`src/design/asd_pkg.sv`:
```
// asd_pkg: shared types and constants for the ARP spoofing detector.
// Used by asd_ctrl, asd_datapath and arp_spoof_detector. No dependencies.
package asd_pkg;

   localparam int REQUESTER_DEPTH_DEF = 128;
   localparam int RESPONDER_DEPTH_DEF = 4;

   localparam int OP_W  = 16;
   localparam int MAC_W = 48;
   localparam int IP_W  = 32;
   localparam int THR_W = 3;
   localparam int CNT_OUT_W = 3;

   localparam logic [OP_W-1:0]  OP_REQUEST = 16'd1;
   localparam logic [OP_W-1:0]  OP_REPLY   = 16'd2;
   localparam logic [THR_W-1:0] THR_RESET  = 3'd2;

   // CSR map
   localparam int CSR_ADDR_W = 2;
   localparam int CSR_DATA_W = 32;
   localparam logic [CSR_ADDR_W-1:0] CSR_THR_ADDR = 2'd0;

   typedef enum logic [2:0] {
      ST_IDLE,
      ST_REQ_SCAN,
      ST_CNT_RD,
      ST_CNT_LD,
      ST_RSP_SCAN,
      ST_FINISH
   } state_type;

   // controller -> datapath
   typedef struct packed {
      logic load;        // capture the input transaction
      logic scan_start;  // rewind the scan counter
      logic scan;        // scan step
      logic sel_rsp;     // 0: requester table, 1: responder list
      logic req_write;   // append sender pair to requester table
      logic rsp_write;   // append sender pair to responder list
      logic cnt_read;    // read responder count of matched requester
      logic cnt_load;    // latch that count
      logic drop_set;    // table full, flag the result
      logic out_load;    // load the result register
   } dp_cmd_type;

   // datapath -> controller
   typedef struct packed {
      logic is_request;
      logic is_reply;
      logic hit;
      logic done;
      logic req_full;
      logic rsp_full;
      logic out_busy;
   } dp_status_type;

endpackage

```
`src/design/asd_ctrl.sv`:
```
// asd_ctrl: sequencing state machine of the ARP spoofing detector.
// Depends on asd_pkg; drives asd_datapath through dp_cmd_type.
module asd_ctrl
   import asd_pkg::*;
(
   input  logic          clock,
   input  logic          reset,
   input  logic          req_valid,
   output logic          req_stall,
   input  dp_status_type status,
   output dp_cmd_type    cmd
);

   state_type state_ff, state_in;

   // state register
   always_ff @(posedge clock) begin
      if (reset) begin
         state_ff <= ST_IDLE;
      end else begin
         state_ff <= state_in;
      end
   end

   // next state
   always_comb begin
      state_in = state_ff;
      case (state_ff)
         ST_IDLE: begin
            if (req_valid) begin
               state_in = ST_FINISH;
               if (status.is_request || status.is_reply) begin
                  state_in = ST_REQ_SCAN;
               end
            end
         end
         ST_REQ_SCAN: begin
            if (status.hit) begin
               state_in = status.is_reply ? ST_CNT_RD : ST_FINISH;
            end else if (status.done) begin
               state_in = ST_FINISH;
            end
         end
         ST_CNT_RD:   state_in = ST_CNT_LD;
         ST_CNT_LD:   state_in = ST_RSP_SCAN;
         ST_RSP_SCAN: begin
            if (status.hit || status.done) begin
               state_in = ST_FINISH;
            end
         end
         ST_FINISH: begin
            if (!status.out_busy) begin
               state_in = ST_IDLE;
            end
         end
         default:     state_in = ST_IDLE;
      endcase
   end

   // outputs
   always_comb begin
      cmd       = '0;
      req_stall = 1'b1;
      case (state_ff)
         ST_IDLE: begin
            req_stall      = 1'b0;
            cmd.load       = req_valid;
            cmd.scan_start = req_valid;
         end
         ST_REQ_SCAN: begin
            cmd.scan = 1'b1;
            if (!status.hit && status.done && status.is_request) begin
               cmd.drop_set  = status.req_full;
               cmd.req_write = !status.req_full;
            end
         end
         ST_CNT_RD: cmd.cnt_read = 1'b1;
         ST_CNT_LD: begin
            cmd.cnt_load   = 1'b1;
            cmd.scan_start = 1'b1;
            cmd.sel_rsp    = 1'b1;
         end
         ST_RSP_SCAN: begin
            cmd.scan    = 1'b1;
            cmd.sel_rsp = 1'b1;
            if (!status.hit && status.done) begin
               cmd.drop_set  = status.rsp_full;
               cmd.rsp_write = !status.rsp_full;
            end
         end
         ST_FINISH: cmd.out_load = !status.out_busy;
         default: ;
      endcase
   end

endmodule

```
`config.mk`:
```
export PLATFORM = sky130hd
export DESIGN_NAME = asd_ctrl
export DESIGN_NICKNAME = d
export VERILOG_FILES = /design/src/design/asd_pkg.sv /design/src/design/asd_ctrl.sv
export SDC_FILE = /design/constraint.sdc
export NUM_CORES = 1
export LEC_CHECK = 0
export BUFFER_PORTS_ARGS = -buffer_cell sky130_fd_sc_hd__buf_2
export CORE_AREA = 3 3 40 42
export CTS_BUF_LIST = sky130_fd_sc_hd__clkbuf_2 sky130_fd_sc_hd__clkbuf_4 sky130_fd_sc_hd__clkbuf_8
export CTS_CLUSTER_SIZE = 24
export DETAILED_ROUTE_END_ITERATION = 10
export DIE_AREA = 0 0 43 45
export PLACE_DENSITY = 0.58
export SLEW_MARGIN = 20
export SYNTH_ARGS = -nofsm -noshare
export SYNTH_HDL_FRONTEND = slang
export SYNTH_SLANG_ARGS = --single-unit
```
`constraint.sdc`:
```
create_clock -name clock -period 3 [get_ports clock]
set_clock_uncertainty 0.1 [all_clocks]
set_input_delay 0.75 -clock clock [delete_from_list [all_inputs] [get_ports clock]]
set_output_delay 0.75 -clock clock [all_outputs]
set_load 0.01 [all_outputs]
```
# Yosys cells after proc, flatten, opt, wreduce, memory -nomap -nowiden
# Index checks and enable logic that the tools add are counted.
# totals
register_bits	3
inputBits	10
out_inout_bits	11
word_cells	45
# classes
eq_ne	9
muxes	23
reduce_logical	12
# ops
cell	n
$mux W3	7
$pmux W3 S6	1
$mux W1	13
$eq A3 B2 Y1 const B	2
$eq A3 B3 Y1 const B	2
$ne A2 B2 Y1 const B	3
$logic_not A1 Y1	4
$pmux W1 S2	2
$reduce_and A4 Y1	1
$reduce_or A2 Y1	2
$eq A3 B1 Y1 const B	1
$logic_not A3 Y1	1
$ne A3 B3 Y1 const B	1
$logic_and A1 B1 Y1	2
$logic_or A1 B1 Y1	2

# Depth between registers and ports, before layout
# Gate-level depths: netlist (run 1).
# logic_depth
ltp_word	5
depth_mapped	4
mapped_depth_nobuf	3

# Least setup slack after synthesis (run 1)
# Ideal clock, no wire load.
# synth_path
path_kind	input-to-output
start	input status[4] (netlist bit)
end	output cmd[5] (netlist bit)
arrival_ns	1.220
setup_slack_ns	0.930
cell_stages	3
path_buffers	0
path_cell_list	nor2_1 > nand2_1 > nor4b_2
# synth_rtl
element	line	rtl
from (decl)	asd_ctrl.sv:10	input dp_status_type status,
to (decl)	asd_ctrl.sv:11	output dp_cmd_type cmd

==> impl_metrics.prom, run 1 <==
# TYPE chip_impl_metric gauge
chip_impl_info{name="status",value="complete, no violations"} 1
chip_impl_metric{name="powerDensity",unit="nW/um^2"} 572
chip_impl_info{name="min-delay-path-class",value="in -> reg"} 1
chip_impl_metric{name="die_y",unit="um"} 45
chip_impl_metric{name="pwr-share-comb",unit=""} 0.467
chip_impl_metric{name="clkTransAtPathRegs",unit="ns"} 0.03
chip_impl_metric{name="chipWidth",unit="um"} 43
chip_impl_metric{name="dp_slack",unit="ns"} 0.702
chip_impl_metric{name="netSwitchingPower",unit="mW"} 0.115
chip_impl_metric{name="largest_net_degree_at_the_start_of_global_routing",unit=""} 16
chip_impl_metric{name="die-area",unit="um^2"} 1940
chip_impl_info{name="rr_startpoint",value="state_ff[2]"} 1
chip_impl_metric{name="placeableCoreArea",unit="um^2"} 1280
chip_impl_info{name="tritoncts",value="built"} 1
chip_impl_metric{name="max-clock-path-buffers",unit=""} 2
chip_impl_metric{name="synth_cell_type_count",unit=""} 28
chip_impl_metric{name="mappedNetlistNets",unit=""} 61
chip_impl_metric{name="cts_htree_levels",unit=""} 1
chip_impl_metric{name="worst_slack",unit="ns"} 0.710
chip_impl_info{name="worst_r2r_endpoint",value="state_ff[2]"} 1
chip_impl_metric{name="synthMuxAreaShare",unit=""} 0
chip_impl_metric{name="critical_path_at",unit="ns"} 1.44
chip_impl_metric{name="post-cts-setup-buffer-count",unit=""} 0
chip_impl_metric{name="final_core_utilization",unit=""} 0.389
chip_impl_info{name="mostFrequentLayoutCells",value="buf_2, nand2_1, inv_1"} 1
chip_impl_info{name="final_common_cell",value="buf_2"} 1
chip_impl_metric{name="p_leak",unit="nW"} 0.254
chip_impl_metric{name="synthesis.area",unit="um^2"} 373
chip_impl_metric{name="cp_data_required_time",unit="ns"} 2.15
chip_impl_metric{name="holdBufCountCts",unit=""} 0
chip_impl_metric{name="area_growth",unit="%"} 34.2
chip_impl_metric{name="synthCells",unit=""} 51
chip_impl_metric{name="worstHoldPathCells",unit=""} 2
chip_impl_metric{name="reg2regPathDepth",unit=""} 3
chip_impl_metric{name="timing.reg2reg.setup_slack",unit="ns"} 1.60
chip_impl_info{name="min_to",value="state_ff[2]"} 1
chip_impl_info{name="endpoint_kind",value="output port"} 1
chip_impl_metric{name="drt-vias-per-instance",unit=""} 4.91
chip_impl_metric{name="timing_hold_violations_final",unit=""} 0
chip_impl_info{name="post-synth-top-area-cell",value="dfxtp_1"} 1
chip_impl_metric{name="largest_reg_flops",unit=""} 3
chip_impl_metric{name="fraction_of_final_layout_cells_sized_beyond_drive_strength_1",unit=""} 0.417
chip_impl_metric{name="detail-route-antenna-nets",unit=""} 0
chip_impl_metric{name="via_count",unit=""} 427
chip_impl_metric{name="antenna_found_initial",unit=""} 0
chip_impl_metric{name="first_iter_violations",unit=""} 6
chip_impl_metric{name="final_net_count",unit=""} 83
chip_impl_metric{name="period_share",unit=""} 0.763
chip_impl_info{name="regMostFlops",value="state_ff"} 1
chip_impl_metric{name="worst-path-max-fanout",unit=""} 7
chip_impl_info{name="worst_setup_path_start_kind",value="input port"} 1
chip_impl_metric{name="intPower",unit="mW"} 0.171
chip_impl_metric{name="cts_inserted_buffers",unit=""} 3
chip_impl_metric{name="globalRoute.totalOverflow",unit=""} 0
chip_impl_metric{name="syn_area_per_cell",unit="um^2"} 7.31
chip_impl_metric{name="totalNegativeSetupSlack",unit="ns"} 0
chip_impl_info{name="registers_with_the_most_flip_flops",value="state_ff (3)"} 1
chip_impl_metric{name="synth.top_cell.area_share",unit=""} 0.161
chip_impl_metric{name="track_usage",unit=""} 0.104
chip_impl_info{name="setup.worst_path.class",value="in -> out"} 1
chip_impl_metric{name="synth_compound_gate_area_share",unit=""} 0.289
chip_impl_metric{name="synth_seq_cells",unit=""} 3
chip_impl_metric{name="starting_density_of_the_core",unit=""} 0.290
chip_impl_metric{name="boundaryPins",unit=""} 21
chip_impl_info{name="master_cell_of_the_clock_root_buffer",value="clkbuf_4"} 1
chip_impl_metric{name="gp_congestion",unit=""} 0.775
chip_impl_metric{name="yosys.area_share.xor_xnor",unit=""} 0
chip_impl_metric{name="drc_errors",unit=""} 0
chip_impl_info{name="synthTopCellsByArea",value="dfxtp_1, a2111oi_4, nand2_1"} 1
chip_impl_metric{name="period_minus_slack",unit="ns"} 2.29
chip_impl_info{name="min_from",value="reset"} 1
chip_impl_metric{name="vias_in_the_first_global_route",unit=""} 374
chip_impl_metric{name="hpwlAfterDp",unit="um"} 752
chip_impl_metric{name="p_seq_frac",unit=""} 0.257
chip_impl_metric{name="port-buffer-count",unit=""} 20
chip_impl_metric{name="timing.final.max_slew_violations",unit=""} 0
chip_impl_metric{name="insertedDiodeCount",unit=""} 0
chip_impl_metric{name="setup-violations-final",unit=""} 0
chip_impl_metric{name="max_cap_viol_count",unit=""} 0
chip_impl_metric{name="worst_skew_pair.late_latency",unit="ns"} 0.23
chip_impl_metric{name="timing.fmax",unit="MHz"} 437
chip_impl_metric{name="worstMarginPinSlew",unit="ns"} 0.514
chip_impl_metric{name="synth-adder-area-share",unit=""} 0
chip_impl_metric{name="fp-row-count",unit=""} 13
chip_impl_metric{name="clkSinkCount",unit=""} 3
chip_impl_info{name="synth_top_family_by_area",value="simple AND/OR/NAND/NOR gates"} 1
chip_impl_metric{name="finalWirelength",unit="um"} 984
chip_impl_metric{name="grt_first_pass_wirelength",unit="mm"} 1.57
chip_impl_metric{name="wl_per_cell",unit="um"} 11.3
chip_impl_metric{name="ys_warn_count",unit=""} 0
chip_impl_metric{name="ir_worst_vdd",unit="mV"} 0.334
chip_impl_metric{name="relSlewSlack",unit=""} 0.657
chip_impl_metric{name="share_clk_of_total_power",unit=""} 0.276
chip_impl_metric{name="drt_first_pass_iters",unit=""} 4
chip_impl_metric{name="cts.repair.resized",unit=""} 0
chip_impl_metric{name="synth-seq-area-share",unit=""} 0.161
chip_impl_info{name="rsz_0062_raised_after_global_routing",value="no"} 1
chip_impl_metric{name="power.share.switching",unit=""} 0.402
chip_impl_metric{name="yosys.area_share.simple",unit=""} 0.443
stage by stage:
stage / power [mW] / area [um^2] / cells / hold slack (ns)
finish: 0.286 / 500 / 87 / 0.615
global route: 0.314 / 500 / 87 / 0.610
CTS: 0.291 / 500 / 87 / 0.613
detailed placement: 0.208 / 470 / 83 / 0.616
global placement: 0.208 / 470 / 83 / 0.607
floorplan: 0.171 / 373 / 51 / 0.502
metal layers:
metal,routed length (um),up-vias,global-route usage
met5,0,-,0
met4,0,0,0
li1,-,225,-
met1,464,181,0.142
met2,420,21,0.156
met3,100,0,0.0558
critical path, cell delays in order:
cell and delay, ns:
buf_2 0.14, nor2_1 0.09, nand2_1 0.10, nor4b_2 0.20
buf_2 0.16
final cells by class:
| cell class | count | area, um^2 |
|---|---|---|
| fill | 148 | 785 |
| multi-input combinational | 40 | 273 |
| timing repair buffer | 20 | 100 |
| sequential | 3 | 60.1 |
| clock buffer | 4 | 30.0 |
| inverter | 5 | 18.8 |
| tap | 15 | 18.8 |
cell usage after synthesis:
master,number
nand2_1,6
inv_1,5
o21ai_0,4
dfxtp_1,3
nand3_1,3
nor2b_1,3
nor3_1,3
a21oi_1,2
buf_2,2
nor2_1,2
a2111oi_4,1
a311oi_2,1
a31oi_1,1
a32oi_1,1
and2_1,1
and2_2,1
and2b_1,1
and3_1,1
and3b_2,1
and4b_1,1
buf_6,1
nand2b_1,1
nand3b_1,1
nor3_2,1
nor4b_2,1
o21a_1,1
o21ai_1,1
o21bai_1,1
power groups by stage:
stage | clock, mW | combinational, mW | sequential [mW]
after CTS | 0.0819 | 0.136 | 0.0730
after global routing | 0.0878 | 0.149 | 0.0766
after global placement | 0 | 0.135 | 0.0729
after detailed placement | 0 | 0.135 | 0.0735
after floorplan | 0 | 0.118 | 0.0531
final | 0.0790 | 0.134 | 0.0735
kinds of logic (layout without fill, tap and decap cells):
| group | count (synthesis) | after routing |
|---|---|---|
| flip-flops | 3 | 3 |
| buffers and inverters | 8 | 29 |
| AO/OA/AOI/OAI | 13 | 13 |
| AND/OR/NAND/NOR | 27 | 27 |
how the worst max path moves through the flow:
| stage | depth (start not counted) | slack (ns) | startpoint | end |
|---|---|---|---|---|
| final | 5 | 0.71 | status[4] | cmd[5] |
| after global routing | 5 | 0.61 | status[4] | cmd[5] |
| after CTS | 5 | 0.70 | status[4] | cmd[5] |
| after detailed placement | 5 | 0.70 | status[4] | cmd[5] |
| after global placement | 5 | 0.72 | status[4] | cmd[5] |
| after floorplan | 3 | 0.93 | status[4] | cmd[5] |
Note: power is estimated with default switching activity, not from simulation.
==> run 2, diff against run 1 <==
PLACE_DENSITY = 0.6   (was 0.58)
clock period = 2 ns   (was 3 ns; I/O delays follow)
==> run 2 against run 1 <==
Effect of this change:
- routed wire length decreased by 0.71%
- global-route usage increased by 0.92 points
- final cell count increased by 1.1%
- largest power group unchanged
- via count rose by 2.3%
- utilization up 0.78 points
- flip-flop and latch count did not move
- critical path type is now reg -> out
- critical path depth shrank 2
- sequential power increased by 48%
==> impl_metrics.prom, run 2 (synthesized netlist as in run 1, its figures left out) <==
# TYPE chip_impl_metric gauge
chip_impl_metric{name="die_y",unit="um"} 45
chip_impl_metric{name="die-area",unit="um^2"} 1940
chip_impl_metric{name="p_seq_frac",unit=""} 0.245
chip_impl_info{name="rsz_0062_raised_after_global_routing",value="no"} 1
chip_impl_metric{name="via_count",unit=""} 437
chip_impl_metric{name="setup-violations-final",unit=""} 0
chip_impl_metric{name="ir_worst_vdd",unit="mV"} 0.445
chip_impl_info{name="setup.worst_path.class",value="reg -> out"} 1
chip_impl_metric{name="final_standard_cell_count_with_taps_included_and_fillers_excluded",unit=""} 88
chip_impl_metric{name="timing_hold_violations_final",unit=""} 0
chip_impl_metric{name="insertedDiodeCount",unit=""} 0
chip_impl_info{name="registers_with_the_most_flip_flops",value="state_ff (3)"} 1
chip_impl_metric{name="intPower",unit="mW"} 0.266
chip_impl_metric{name="starting_density_of_the_core",unit=""} 0.290
chip_impl_info{name="endpoint_kind",value="output port"} 1
chip_impl_info{name="tritoncts",value="built"} 1
chip_impl_metric{name="dp_cells",unit=""} 84
chip_impl_metric{name="max-clock-path-buffers",unit=""} 2
chip_impl_metric{name="antenna_found_initial",unit=""} 0
chip_impl_metric{name="largest_reg_flops",unit=""} 3
chip_impl_metric{name="worstMarginPinSlew",unit="ns"} 0.410
chip_impl_metric{name="cts_inserted_buffers",unit=""} 3
chip_impl_metric{name="totalNegativeSetupSlack",unit="ns"} 0
chip_impl_info{name="worst_setup_path_start_kind",value="flip-flop"} 1
chip_impl_metric{name="detail-route-antenna-nets",unit=""} 0
chip_impl_metric{name="worst_skew_pair.late_latency",unit="ns"} 0.24
chip_impl_metric{name="power.total",unit="mW"} 0.445
chip_impl_metric{name="dp_slack",unit="ns"} 0.201
chip_impl_metric{name="cp_data_required_time",unit="ns"} 1.40
chip_impl_metric{name="final_core_utilization",unit=""} 0.397
chip_impl_metric{name="wl_per_cell",unit="um"} 11.1
chip_impl_metric{name="worst_slack",unit="ns"} 0.0734
chip_impl_metric{name="worst-path-max-fanout",unit=""} 12
chip_impl_metric{name="track_usage",unit=""} 0.113
chip_impl_metric{name="timing.final.max_slew_violations",unit=""} 0
chip_impl_metric{name="grt_first_pass_wirelength",unit="mm"} 1.64
chip_impl_metric{name="final_net_count",unit=""} 84
chip_impl_metric{name="placeableCoreArea",unit="um^2"} 1280
chip_impl_metric{name="final_cell_area",unit="um^2"} 510
chip_impl_metric{name="post_detailed_placement_cell_area",unit="um^2"} 478
chip_impl_metric{name="globalRoute.totalOverflow",unit=""} 0
chip_impl_metric{name="hpwlAfterDp",unit="um"} 740
chip_impl_metric{name="whs",unit="ns"} 0.346
chip_impl_info{name="min-delay-path-class",value="in -> reg"} 1
chip_impl_metric{name="boundaryPins",unit=""} 21
chip_impl_metric{name="clkTransAtPathRegs",unit="ns"} 0.04
chip_impl_metric{name="critical_path_at",unit="ns"} 1.33
chip_impl_metric{name="fraction_of_final_layout_cells_sized_beyond_drive_strength_1",unit=""} 0.452
chip_impl_metric{name="netSwitchingPower",unit="mW"} 0.179
chip_impl_metric{name="pwr-share-comb",unit=""} 0.471
chip_impl_metric{name="timing.fmax",unit="MHz"} 519
chip_impl_metric{name="period_share",unit=""} 0.963
chip_impl_info{name="final_common_cell",value="buf_2"} 1
chip_impl_metric{name="clkSinkCount",unit=""} 3
chip_impl_info{name="master_cell_of_the_clock_root_buffer",value="clkbuf_4"} 1
chip_impl_metric{name="relSlewSlack",unit=""} 0.726
chip_impl_metric{name="drt-vias-per-instance",unit=""} 4.97
chip_impl_metric{name="largest_net_degree_at_the_start_of_global_routing",unit=""} 14
chip_impl_metric{name="finalWirelength",unit="um"} 977
chip_impl_metric{name="p_leak",unit="nW"} 0.260
chip_impl_metric{name="first_iter_violations",unit=""} 4
chip_impl_metric{name="port-buffer-count",unit=""} 20
chip_impl_info{name="mostFrequentLayoutCells",value="buf_2, nand2_1, inv_1"} 1
chip_impl_metric{name="vias_in_the_first_global_route",unit=""} 393
chip_impl_metric{name="chipWidth",unit="um"} 43
chip_impl_metric{name="share_clk_of_total_power",unit=""} 0.283
chip_impl_info{name="regMostFlops",value="state_ff"} 1
chip_impl_metric{name="drt_first_pass_iters",unit=""} 4
chip_impl_metric{name="max_cap_viol_count",unit=""} 0
chip_impl_info{name="status",value="complete, no violations"} 1
chip_impl_metric{name="fp-row-count",unit=""} 13
chip_impl_metric{name="drc_errors",unit=""} 0
chip_impl_metric{name="power.share.switching",unit=""} 0.403
chip_impl_metric{name="area_growth",unit="%"} 36.9
chip_impl_metric{name="period_minus_slack",unit="ns"} 1.93
chip_impl_metric{name="gp_congestion",unit=""} 0.728
chip_impl_metric{name="post-cts-setup-buffer-count",unit=""} 0
chip_impl_metric{name="powerDensity",unit="nW/um^2"} 872
chip_impl_metric{name="cts_htree_levels",unit=""} 1
run 2: changes by cell type in the layout (fill, tap and decap cells not counted):
cell	change
buf_4	+1
dfxtp_1	-2
dfxtp_2	+2
run 2: path summary, 6_finish.rpt:
path                     from          end  slack, ns  cells past startpoint
setup reg to reg  state_ff[1]  state_ff[2]       0.68                      3
hold / removal          reset  state_ff[2]       0.35                      2
hold reg to reg   state_ff[2]  state_ff[1]       0.49                      1
setup / recovery  state_ff[1]       cmd[0]       0.07                      3
run 2: layout make-up:
type	instances	area, um^2
Clock buffer	4	30.0
Fill cell	145	774
Timing Repair Buffer	21	108
Tap cell	15	18.8
Sequential cell	3	62.6
Inverter	5	18.8
Multi-Input combinational cell	40	273
run 2: power groups by stage:
stage	sequential, mW	clock (mW)	combinational [mW]
2_1_floorplan	0.0797	0	0.177
3_3_place_gp	0.108	0	0.211
3_5_place_dp	0.107	0	0.210
4_1_cts	0.106	0.131	0.211
5_1_grt	0.115	0.136	0.233
6_report	0.109	0.126	0.210
run 2: timing repair:
| action | in CTS | in global routing |
|---|---|---|
| hold buffers | 0 | 0 |
| gates resized for setup | 0 | 2 |
| setup endpoints to repair | 0 | 6 |
run 2: worst max-delay path: stages, from the launching register on:
cell and delay, ns:
dfxtp_1 0.56, and2b_1 0.26, and2_1 0.13, buf_2 0.13
run 2: routing by layer:
layer,wire (um),up-vias,GRT usage
met4,21,0,0.0904
met1,453,184,0.144
met5,0,-,0
met3,124,2,0.0319
li1,-,224,-
met2,377,27,0.159
